[src/pudt_pkg.sv]
// Shared types, register map and constants for the prescaled up/down timer.
package pudt_pkg;

  // Default width of the main counter and the auto-reload registers
  localparam int DEF_COUNT_WIDTH = 16;

  // Bus-side data width
  localparam int DATA_WIDTH = 16;

  // Request kinds carried by one input transaction
  typedef enum logic [1:0] {
    REQ_TICK  = 2'd0,
    REQ_READ  = 2'd1,
    REQ_WRITE = 2'd2,
    REQ_IDLE  = 2'd3
  } req_kind_t;

  // Register map
  typedef enum logic [2:0] {
    REG_CTRL     = 3'd0,
    REG_INT_EN   = 3'd1,
    REG_STATUS   = 3'd2,
    REG_COUNTER  = 3'd3,
    REG_PRESCALE = 3'd4,
    REG_RELOAD   = 3'd5,
    REG_RSVD6    = 3'd6,
    REG_RSVD7    = 3'd7
  } reg_sel_t;

  // Bit positions within the control, interrupt enable and status registers
  localparam int CTRL_EN_BIT      = 0;
  localparam int CTRL_DOWN_BIT    = 4;
  localparam int CTRL_PRELOAD_BIT = 7;
  localparam int INT_EN_UPD_BIT   = 0;
  localparam int STATUS_UPD_BIT   = 0;

  // Input transaction
  typedef struct packed {
    logic [1:0]            req_type;
    logic [2:0]            reg_index;
    logic [DATA_WIDTH-1:0] write_value;
  } req_item_t;

  // Result transaction
  typedef struct packed {
    logic [DATA_WIDTH-1:0] read_value;
    logic                  irq_pending;
    logic                  update_event;
  } rsp_item_t;

endpackage

[src/pudt_core.sv]
// Timer register file and combinational update logic for one transaction.
module pudt_core import pudt_pkg::*; #(
  parameter int COUNT_WIDTH = DEF_COUNT_WIDTH
) (
  input  logic      clk,
  input  logic      rst,
  input  logic      fire,
  input  req_item_t item,
  output rsp_item_t result
);

  localparam int EXT_WIDTH = COUNT_WIDTH + DATA_WIDTH;

  // Architectural state
  logic                   run_enable, count_down, reload_preload_on;
  logic                   update_irq_enable, update_flag;
  logic [DATA_WIDTH-1:0]  prescale_limit, prescale_count;
  logic [COUNT_WIDTH-1:0] main_count, reload_written, reload_active;

  logic                   run_enable_next, count_down_next, reload_preload_on_next;
  logic                   update_irq_enable_next, update_flag_next;
  logic [DATA_WIDTH-1:0]  prescale_limit_next, prescale_count_next;
  logic [COUNT_WIDTH-1:0] main_count_next, reload_written_next, reload_active_next;

  logic [EXT_WIDTH-1:0]   wr_ext, cnt_ext, rld_ext;
  logic [COUNT_WIDTH-1:0] wr_cnt, reload_new;
  logic [DATA_WIDTH-1:0]  rd_value;
  logic                   wrapped;

  // Width adaption between the bus and the counter
  assign wr_ext  = {{COUNT_WIDTH{1'b0}}, item.write_value};
  assign wr_cnt  = wr_ext[COUNT_WIDTH-1:0];
  assign cnt_ext = {{DATA_WIDTH{1'b0}}, main_count};
  assign rld_ext = {{DATA_WIDTH{1'b0}}, reload_written};

  // Active reload value as seen at an update
  assign reload_new = reload_preload_on ? reload_written : reload_active;

  // Next-state logic for one transaction
  always_comb begin
    run_enable_next        = run_enable;
    count_down_next        = count_down;
    reload_preload_on_next = reload_preload_on;
    update_irq_enable_next = update_irq_enable;
    update_flag_next       = update_flag;
    prescale_limit_next    = prescale_limit;
    prescale_count_next    = prescale_count;
    main_count_next        = main_count;
    reload_written_next    = reload_written;
    reload_active_next     = reload_active;
    wrapped                = 1'b0;
    rd_value               = '0;

    unique case (req_kind_t'(item.req_type))
      REQ_TICK: begin
        if (run_enable) begin
          if (prescale_count >= prescale_limit) begin
            prescale_count_next = '0;
            if (count_down) begin
              if (main_count == '0) begin
                wrapped            = 1'b1;
                reload_active_next = reload_new;
                main_count_next    = reload_new;
              end else begin
                main_count_next = main_count - 1'b1;
              end
            end else begin
              if (main_count == reload_active) begin
                wrapped            = 1'b1;
                reload_active_next = reload_new;
                main_count_next    = '0;
              end else begin
                main_count_next = main_count + 1'b1;
              end
            end
            if (wrapped) begin
              update_flag_next = 1'b1;
            end
          end else begin
            prescale_count_next = prescale_count + 1'b1;
          end
        end
      end
      REQ_READ: begin
        unique case (reg_sel_t'(item.reg_index))
          REG_CTRL: begin
            rd_value[CTRL_EN_BIT]      = run_enable;
            rd_value[CTRL_DOWN_BIT]    = count_down;
            rd_value[CTRL_PRELOAD_BIT] = reload_preload_on;
          end
          REG_INT_EN:   rd_value[INT_EN_UPD_BIT] = update_irq_enable;
          REG_STATUS:   rd_value[STATUS_UPD_BIT] = update_flag;
          REG_COUNTER:  rd_value = cnt_ext[DATA_WIDTH-1:0];
          REG_PRESCALE: rd_value = prescale_limit;
          REG_RELOAD:   rd_value = rld_ext[DATA_WIDTH-1:0];
          default:      rd_value = '0;
        endcase
      end
      REQ_WRITE: begin
        unique case (reg_sel_t'(item.reg_index))
          REG_CTRL: begin
            run_enable_next        = item.write_value[CTRL_EN_BIT];
            count_down_next        = item.write_value[CTRL_DOWN_BIT];
            reload_preload_on_next = item.write_value[CTRL_PRELOAD_BIT];
          end
          REG_INT_EN: update_irq_enable_next = item.write_value[INT_EN_UPD_BIT];
          REG_STATUS: begin
            // write 0 clears, write 1 leaves the flag alone
            if (!item.write_value[STATUS_UPD_BIT]) begin
              update_flag_next = 1'b0;
            end
          end
          REG_COUNTER:  main_count_next     = wr_cnt;
          REG_PRESCALE: prescale_limit_next = item.write_value;
          REG_RELOAD: begin
            reload_written_next = wr_cnt;
            if (!reload_preload_on) begin
              reload_active_next = wr_cnt;
            end
          end
          default: ;
        endcase
      end
      default: ;
    endcase
  end

  // Result seen after this transaction
  always_comb begin
    result.read_value   = rd_value;
    result.irq_pending  = update_flag_next & update_irq_enable_next;
    result.update_event = wrapped;
  end

  // State registers
  always_ff @(posedge clk) begin
    if (rst) begin
      run_enable        <= 1'b0;
      count_down        <= 1'b0;
      reload_preload_on <= 1'b0;
      update_irq_enable <= 1'b0;
      update_flag       <= 1'b0;
      prescale_limit    <= '0;
      prescale_count    <= '0;
      main_count        <= '0;
      reload_written    <= '1;
      reload_active     <= '1;
    end else if (fire) begin
      run_enable        <= run_enable_next;
      count_down        <= count_down_next;
      reload_preload_on <= reload_preload_on_next;
      update_irq_enable <= update_irq_enable_next;
      update_flag       <= update_flag_next;
      prescale_limit    <= prescale_limit_next;
      prescale_count    <= prescale_count_next;
      main_count        <= main_count_next;
      reload_written    <= reload_written_next;
      reload_active     <= reload_active_next;
    end
  end

endmodule

[src/prescaled_up_down_timer_core.sv]
// Top level of the prescaled up/down timer: input register, core and result register.
//
// Every transaction (tick, register read, register write or idle) gives one result.
// The block takes one transaction per clock cycle as long as the result side does
// not stall; each passes through the input register and then the timer core,
// whose state and result register are updated together. The whole timer
// update (prescale compare, counter step, reload and flag) settles in the
// core's combinational next-state logic. COUNT_WIDTH sets the main counter and
// auto-reload width; reads return its low 16 bits and writes are zero
// extended or truncated to it. irq_pending is the update flag AND the
// interrupt enable after the transaction.
module prescaled_up_down_timer_core import pudt_pkg::*; #(
  parameter int COUNT_WIDTH = DEF_COUNT_WIDTH
) (
  input  logic      clk,
  input  logic      rst,
  input  logic      req_valid,
  output logic      req_stall,
  input  req_item_t req,
  output logic      rsp_valid,
  input  logic      rsp_stall,
  output rsp_item_t rsp
);

  logic      s1_valid;
  req_item_t s1_item;
  logic      advance;
  logic      fire;
  rsp_item_t core_result;

  // Pipeline moves when the result register is free or being drained
  assign advance   = !rsp_valid || !rsp_stall;
  assign fire      = s1_valid && advance;
  assign req_stall = s1_valid && !advance;

  // Input register
  always_ff @(posedge clk) begin
    if (rst) begin
      s1_valid <= 1'b0;
    end else if (!req_stall) begin
      s1_valid <= req_valid;
    end
  end

  always_ff @(posedge clk) begin
    if (req_valid && !req_stall) begin
      s1_item <= req;
    end
  end

  pudt_core #(
    .COUNT_WIDTH(COUNT_WIDTH)
  ) u_core (
    .clk   (clk),
    .rst   (rst),
    .fire  (fire),
    .item  (s1_item),
    .result(core_result)
  );

  // Result register
  always_ff @(posedge clk) begin
    if (rst) begin
      rsp_valid <= 1'b0;
    end else if (advance) begin
      rsp_valid <= s1_valid;
    end
  end

  always_ff @(posedge clk) begin
    if (fire) begin
      rsp <= core_result;
    end
  end

endmodule

[config.mk]
export PLATFORM = sky130hd
export DESIGN_NAME = prescaled_up_down_timer_core
export DESIGN_NICKNAME = d
export VERILOG_FILES = /design/src/pudt_pkg.sv /design/src/pudt_core.sv /design/src/prescaled_up_down_timer_core.sv
export SDC_FILE = /design/constraint.sdc
export NUM_CORES = 1
export LEC_CHECK = 0
export BUFFER_PORTS_ARGS = -buffer_cell sky130_fd_sc_hd__buf_2
export CAP_MARGIN = 20
export CORE_MARGIN = 4
export CORE_UTILIZATION = 60
export DETAILED_ROUTE_END_ITERATION = 16
export HOLD_SLACK_MARGIN = 0.06
export PLACE_DENSITY_LB_ADDON = 0.12
export RECOVER_POWER = 25
export SLEW_MARGIN = 30
export SYNTH_ARGS = -nofsm -noshare
export SYNTH_HDL_FRONTEND = slang
export SYNTH_SLANG_ARGS = --single-unit
[constraint.sdc]
create_clock -name clk -period 3.55 [get_ports clk]
set_input_delay 0.5325 -clock clk [delete_from_list [all_inputs] [get_ports clk]]
set_output_delay 0.5325 -clock clk [all_outputs]
set_load 0.01 [all_outputs]
==> results of run 1 <==
## synthesized netlist by cell type, drive strengths merged, types with 7 or more instances
master	number	area, um^2
mux2	12	146
inv	22	82.6
buf	21	144
nand3b	17	128
nand2	60	225
ha	20	250
dfxtp	87	1740
xor2	22	193
a21oi	35	175
clkbuf	38	144
and3	9	56.3
o21ai	9	48.8
a22o	18	159
xnor2	35	307
mux2i	51	510
nor3	9	45.0
nor2	105	394
a32o	11	110
nand2b	23	144
nand4	15	109
a22oi	14	105
nand3	20	100
o221ai	8	70.1
nor2b	7	43.8
edfxtp	39	1170
## final cells by class
| cell class | instances | area, um^2 |
|---|---|---|
| multi-input combinational | 549 | 3750 |
| inverter | 23 | 86.3 |
| clock buffer | 19 | 443 |
| sequential | 126 | 2910 |
| timing repair buffer | 64 | 363 |
| fill | 895 | 3540 |
| tap | 143 | 179 |
| clock inverter | 13 | 146 |
## kinds of logic after synthesis
group,count (synthesis),synth area share (%)
and+or+nand+nor,281,19.9
AOI/OAI and AO/OA,128,13.4
DFF,126,41.4
buffers and inverters,82,5.32
muxes,63,9.35
xor gates and xnor gates,57,7.10
adders and majority gates,20,3.56
## layer usage
layer	vias up	routed length, um
met2	211	9170
met3	26	969
met5	-	0
met4	0	376
met1	2809	7910
li1	2738	-
## where the power goes
part	switching, mW	leakage (nW)	internal, mW
Combinational	0.114	1.87	0.0679
Clock	0.639	0.287	1.11
Sequential	0.0260	1.07	1.52
Total	0.778	3.23	2.69
## through the flow
| stage | power, mW | hold slack (ps) | setup WS, ps | utilization [%] |
|---|---|---|---|---|
| after floorplan | 1.68 | 444 | 425 | - |
| after global placement | 1.75 | 453 | 790 | 63.9 |
| after detailed placement | 1.75 | 477 | 744 | 63.9 |
| after CTS | 3.48 | 264 | 717 | 69.1 |
| after global routing | 3.57 | 262 | 475 | 69.0 |
| final | 3.47 | 275 | 667 | 69.0 |
## critical path: stages (launching register included)
cell	delay (ps)
dfxtp_1	410
inv_1	60
ha_1	290
nand4_1	160
or4_1	540
o32ai_1	350
o21ai_2	210
and3b_1	440
a22o_1	320
## worst paths after layout
check / end / cells after the start
min reg2reg: rsp_valid / 2
max: u_core.main_count[14] / 8
min: s1_item[1] / 1
max reg2reg: u_core.main_count[14] / 8
## placed cells by master, fill, tap and decap left out, types with 11 or more instances in the layout
cell | synthesis | layout
nor2_1 | 105 | 105
dfxtp_1 | 87 | 87
nand2_1 | 60 | 60
mux2i_1 | 51 | 51
edfxtp_1 | 39 | 39
buf_2 | 9 | 38
xnor2_1 | 35 | 35
a21oi_1 | 35 | 35
xor2_1 | 22 | 22
inv_1 | 22 | 22
nand2b_1 | 23 | 22
nand3_1 | 20 | 20
ha_1 | 20 | 20
buf_4 | 6 | 20
a22o_1 | 17 | 17
nand3b_1 | 17 | 17
clkbuf_16 | 0 | 17
nand4_1 | 14 | 14
a22oi_1 | 14 | 14
a32o_1 | 11 | 11
## sequential cells by signal, indices dropped and copies added, names as in the netlist, 16 cells and up
signal,cells
u_core.prescale_limit,16
rsp,18
u_core.main_count,16
s1_item,21
u_core.reload_written,16
u_core.prescale_count,16
u_core.reload_active,16
==> flow_summary.yaml, run 1 <==
status:
  status: "complete, but fails checks"
  violations: "capacitance limit, slew limit"
die:
  die_h_um: 116
  row_count: 39
  io-pin-count: 45
  core_area_um2: 11400
  die_x_um: 116
  die-area_um2: 13500
  initial_utilization_pct: 61.5
placed_design:
  dp.final_hpwl_mm: 13.0
  dp_cells: 905
  placed_area_um2: 7300
  port_buffers: 44
  place_congestion: 0.894
sta:
  fin_crit_ps: 2880
  rsz0062_at_grt: "no"
  fmax_ghz: 0.347
  hold_viol_final: 0
  worstMarginPinSlew_ps: 1720
  skew_ps: 6.64
  slew_headroom_pct: -14.5
  report.final.slew_viol_count: 42
  setup_viol: 0
  fin_setup_tns_ps: 0
  fin_crit_sh_pct: 81.2
setup_path:
  crit_path_end_kind: "register"
  critPathLaunch: "u_core.prescale_limit[10]"
  crit_required_ps: 3870
  worstReg2RegStart: "u_core.prescale_limit[10]"
  cp_data_arrival_time_ps: 3210
  cp-start-kind: "register"
  cp_max_fo: 16
  r2r_slack_ps: 670
  path_class: "reg -> reg"
logic_synthesis:
  ys.flop_type: "dfxtp_1"
  syn_avg_cell_area_um2: 9.28
  syn_nets: 802
  synth-edff-count: 39
  synth_area_um2: 7030
  ys_types: 62
  yosys_warnings: 0
  synth-async-reset-ratio_pct: 0
  ys_seq_area_share_pct: 41.4
  netlist_instances: 757
  synth_seq_cells: 126
global_routing:
  grt_first_pass_wirelength_mm: 29.6
  grtUsageMet1_pct: 35.8
  gr-usage-all-layers_pct: 28.5
  grt_overflow: 0
  grt_pass1_vias: 5728
  grt_max_degree: 42
  use_met3_pct: 6.37
  grt.met2_usage_pct: 48.3
  antenna_found_initial: 0
  busiest_layer: "met2"
routing:
  drtPass1Iterations: 5
  drt_iter0_drc: 533
  wl_mm: 18.4
  vias: 5784
  drc: 0
  wl_per_cell_um: 19.7
  viasPerCell: 6.17
  final_antenna_net_count: 0
clock_network:
  post_cts_buffers: 0
  cts_resized: 0
  ctsHoldBuffers: 0
  clk_transition_reported_paths_ps: 60
  clk_path_buf_depth: 2
  htree_levels: 4
  cts_tree: "done"
  cts_sinks: 126
  insertion_delay_ps: 430
  cts_root_buf: "clkbuf_16"
  cts_buffers: 17
layout:
  antennaDiodeCount: 0
  nets: 826
  drive_gt1_share_pct: 14.0
  fin_cells: 937
  final_cell_area_um2: 7880
  area_growth_pct: 12.1
hold_path:
  min_from: "req[1]"
  hp-class: "in -> reg"
pwr:
  ir_drop_mv: 0.444
  p_per_area_nw_per_um2: 441
  p_leak_nw: 3.23
run:
  drv_cap: 1
Note: power is estimated with default switching activity, not from simulation.
==> run 2, diff against run 1 <==
==> constraint.sdc (replaced) <==
create_clock -name clk -period 3 [get_ports clk]
set_input_delay 0.45 -clock clk [delete_from_list [all_inputs] [get_ports clk]]
set_output_delay 0.45 -clock clk [all_outputs]
set_load 0.01 [all_outputs]
==> flow_summary.yaml, run 2 (synthesis results as in run 1) <==
status:
  status: "complete, but fails checks"
  violations: "capacitance limit, slew limit"
placed_design:
  placed_area_um2: 7360
  place_congestion: 0.897
  port_buffers: 44
  post-place-ws_ps: -26.0
  dp.final_hpwl_mm: 13.3
setup_path:
  path_class: "reg -> reg"
  cp_common_cell: "buf_4"
  cp_max_fo: 16
  worstReg2RegStart: "u_core.prescale_limit[15]"
  cp-start-kind: "register"
  slowest_stage: "or4_1"
  crit_required_ps: 3280
  crit_path_end_kind: "register"
  critPathBufInv: 3
  critPathLaunch: "u_core.prescale_limit[15]"
  path_cells: "inv_1 -> ha_1 -> nand4_1 -> or4_1 -> o32ai_1 -> o21ai_2 -> buf_4 -> o22a_1 -> buf_4 -> mux2i_1"
  cp_data_arrival_time_ps: 3160
  cp_top_family: "compound AO/OA/AOI/OAI gates"
  crit_path_max_incr_delay_ps: 540
layout:
  largest_reg_flops: 21
  n_fill_cell: 885
  area_growth_pct: 13.6
  reg_top3: "s1_item (21), rsp (18)"
  antennaDiodeCount: 0
  final_common_cell: "nor2_1"
  final_core_utilization_pct: 69.9
  final_cell_area_um2: 7980
  layout_common_cells: "nor2_1 (105), dfxtp_1 (87), nand2_1 (60), mux2i_1 (51), edfxtp_1 (39)"
  drive_gt1_share_pct: 13.5
  regMostFlops: "s1_item"
  nets: 834
sta:
  rsz0062_at_grt: "no"
  fin_crit_ps: 2870
  hold_viol_final: 0
  worstMarginPinSlew_ps: 1940
  slew_headroom_pct: -29.3
  report.final.slew_viol_count: 46
  setup_slack_ps: 128
  fin_crit_sh_pct: 95.7
  skew_ps: 8.01
  setup_viol: 0
  hold_slack_ps: 206
  fmax_ghz: 0.348
clock_network:
  cts_sinks: 126
  cts_root_buf: "clkbuf_16"
  cts_resized: 2
  post_cts_buffers: 0
  insertion_delay_ps: 410
  cts_buffers: 17
  htree_levels: 4
  cts_tree: "done"
  ctsHoldBuffers: 0
  clk_transition_reported_paths_ps: 60
  clk_path_buf_depth: 2
global_routing:
  grt_first_pass_wirelength_mm: 29.7
  grt_max_degree: 46
  gr-usage-all-layers_pct: 28.6
  grt_overflow: 0
  antenna_found_initial: 0
  grt_pass1_vias: 5852
routing:
  vias: 5938
  final_antenna_net_count: 0
  drt_iter0_drc: 523
  viasPerCell: 6.28
  wl_mm: 18.8
  drtPass1Iterations: 6
  drc: 0
  wl_per_cell_um: 19.9
pwr:
  internal_power_mw: 3.34
  pwr-share-seq_pct: 42.8
  p_sw_mw: 0.921
  sw_frac_of_total_pct: 21.6
  p_leak_nw: 3.25
  p_per_area_nw_per_um2: 534
  ir_drop_mv: 0.824
  power.total_mw: 4.26
  p_clk_share_pct: 52.1
  combPwrFrac_pct: 5.1
die:
  core_area_um2: 11400
  die_x_um: 116
  die_h_um: 116
  row_count: 39
  die-area_um2: 13500
  initial_utilization_pct: 61.5
  io-pin-count: 45
hold_path:
  hp-class: "in -> reg"
  min_from: "req[15]"
run:
  drv_cap: 1
-- run 2: cell count changes in the layout (fill, tap and decap cells not counted), sizes merged --
cell and delta:
inv +2, clkbuf +12, bufinv +2, buf -6, clkinvlp +1, clkinv -3
-- run 2: through the flow --
stage / std cells / setup TNS, ps
after floorplan: 757 / 0
after global placement: 913 / 0
after detailed placement: 913 / -138
after CTS: 945 / 0
after global routing: 945 / 0
final: 945 / 0
-- run 2: power groups by stage --
stage	logic (mW)	registers [mW]	clock network [mW]
2_1_floorplan	0.141	1.85	0
3_3_place_gp	0.214	1.86	0
3_5_place_dp	0.219	1.86	0
4_1_cts	0.221	1.82	2.25
5_1_grt	0.235	1.83	2.34
6_report	0.219	1.83	2.22
-- run 2: worst paths after layout --
check,cells after the start,slack (ps),endpoint
hold reg to reg,2,500,u_core.reload_written[13]
setup / recovery,10,130,u_core.reload_active[6]
hold / removal,1,210,s1_item[15]
setup reg to reg,10,130,u_core.reload_active[6]
-- run 2: area by class of cell --
type,count,area (um^2),area share [%]
multi-input combinational,549,3750,47.0
inverter,23,86.3,1.08
clock buffer,17,425,5.33
clock inverter,15,218,2.73
timing repair buffer,72,405,5.08
tap,143,179,2.24
sequential,126,2910,36.5
-- run 2: worst register-to-register path, delay by kind of cell, from the launching register on --
family / cells / cell delay (ps)
AND/OR/NAND/NOR: 2 / 690
adder cells (fa/ha/maj): 1 / 290
multiplexers: 1 / 170
flip-flops: 1 / 360
AO/OA/AOI/OAI: 3 / 730
buffers and inverters: 3 / 500
-- run 2: metal layers --
layer  GRT usage, %  up-vias  wire length, um
li1               -     2743                -
met1           36.0     2866             7680
met2           48.4      285             9320
met3           6.06       44             1310
met4           10.8        0              529
met5              0        -                0
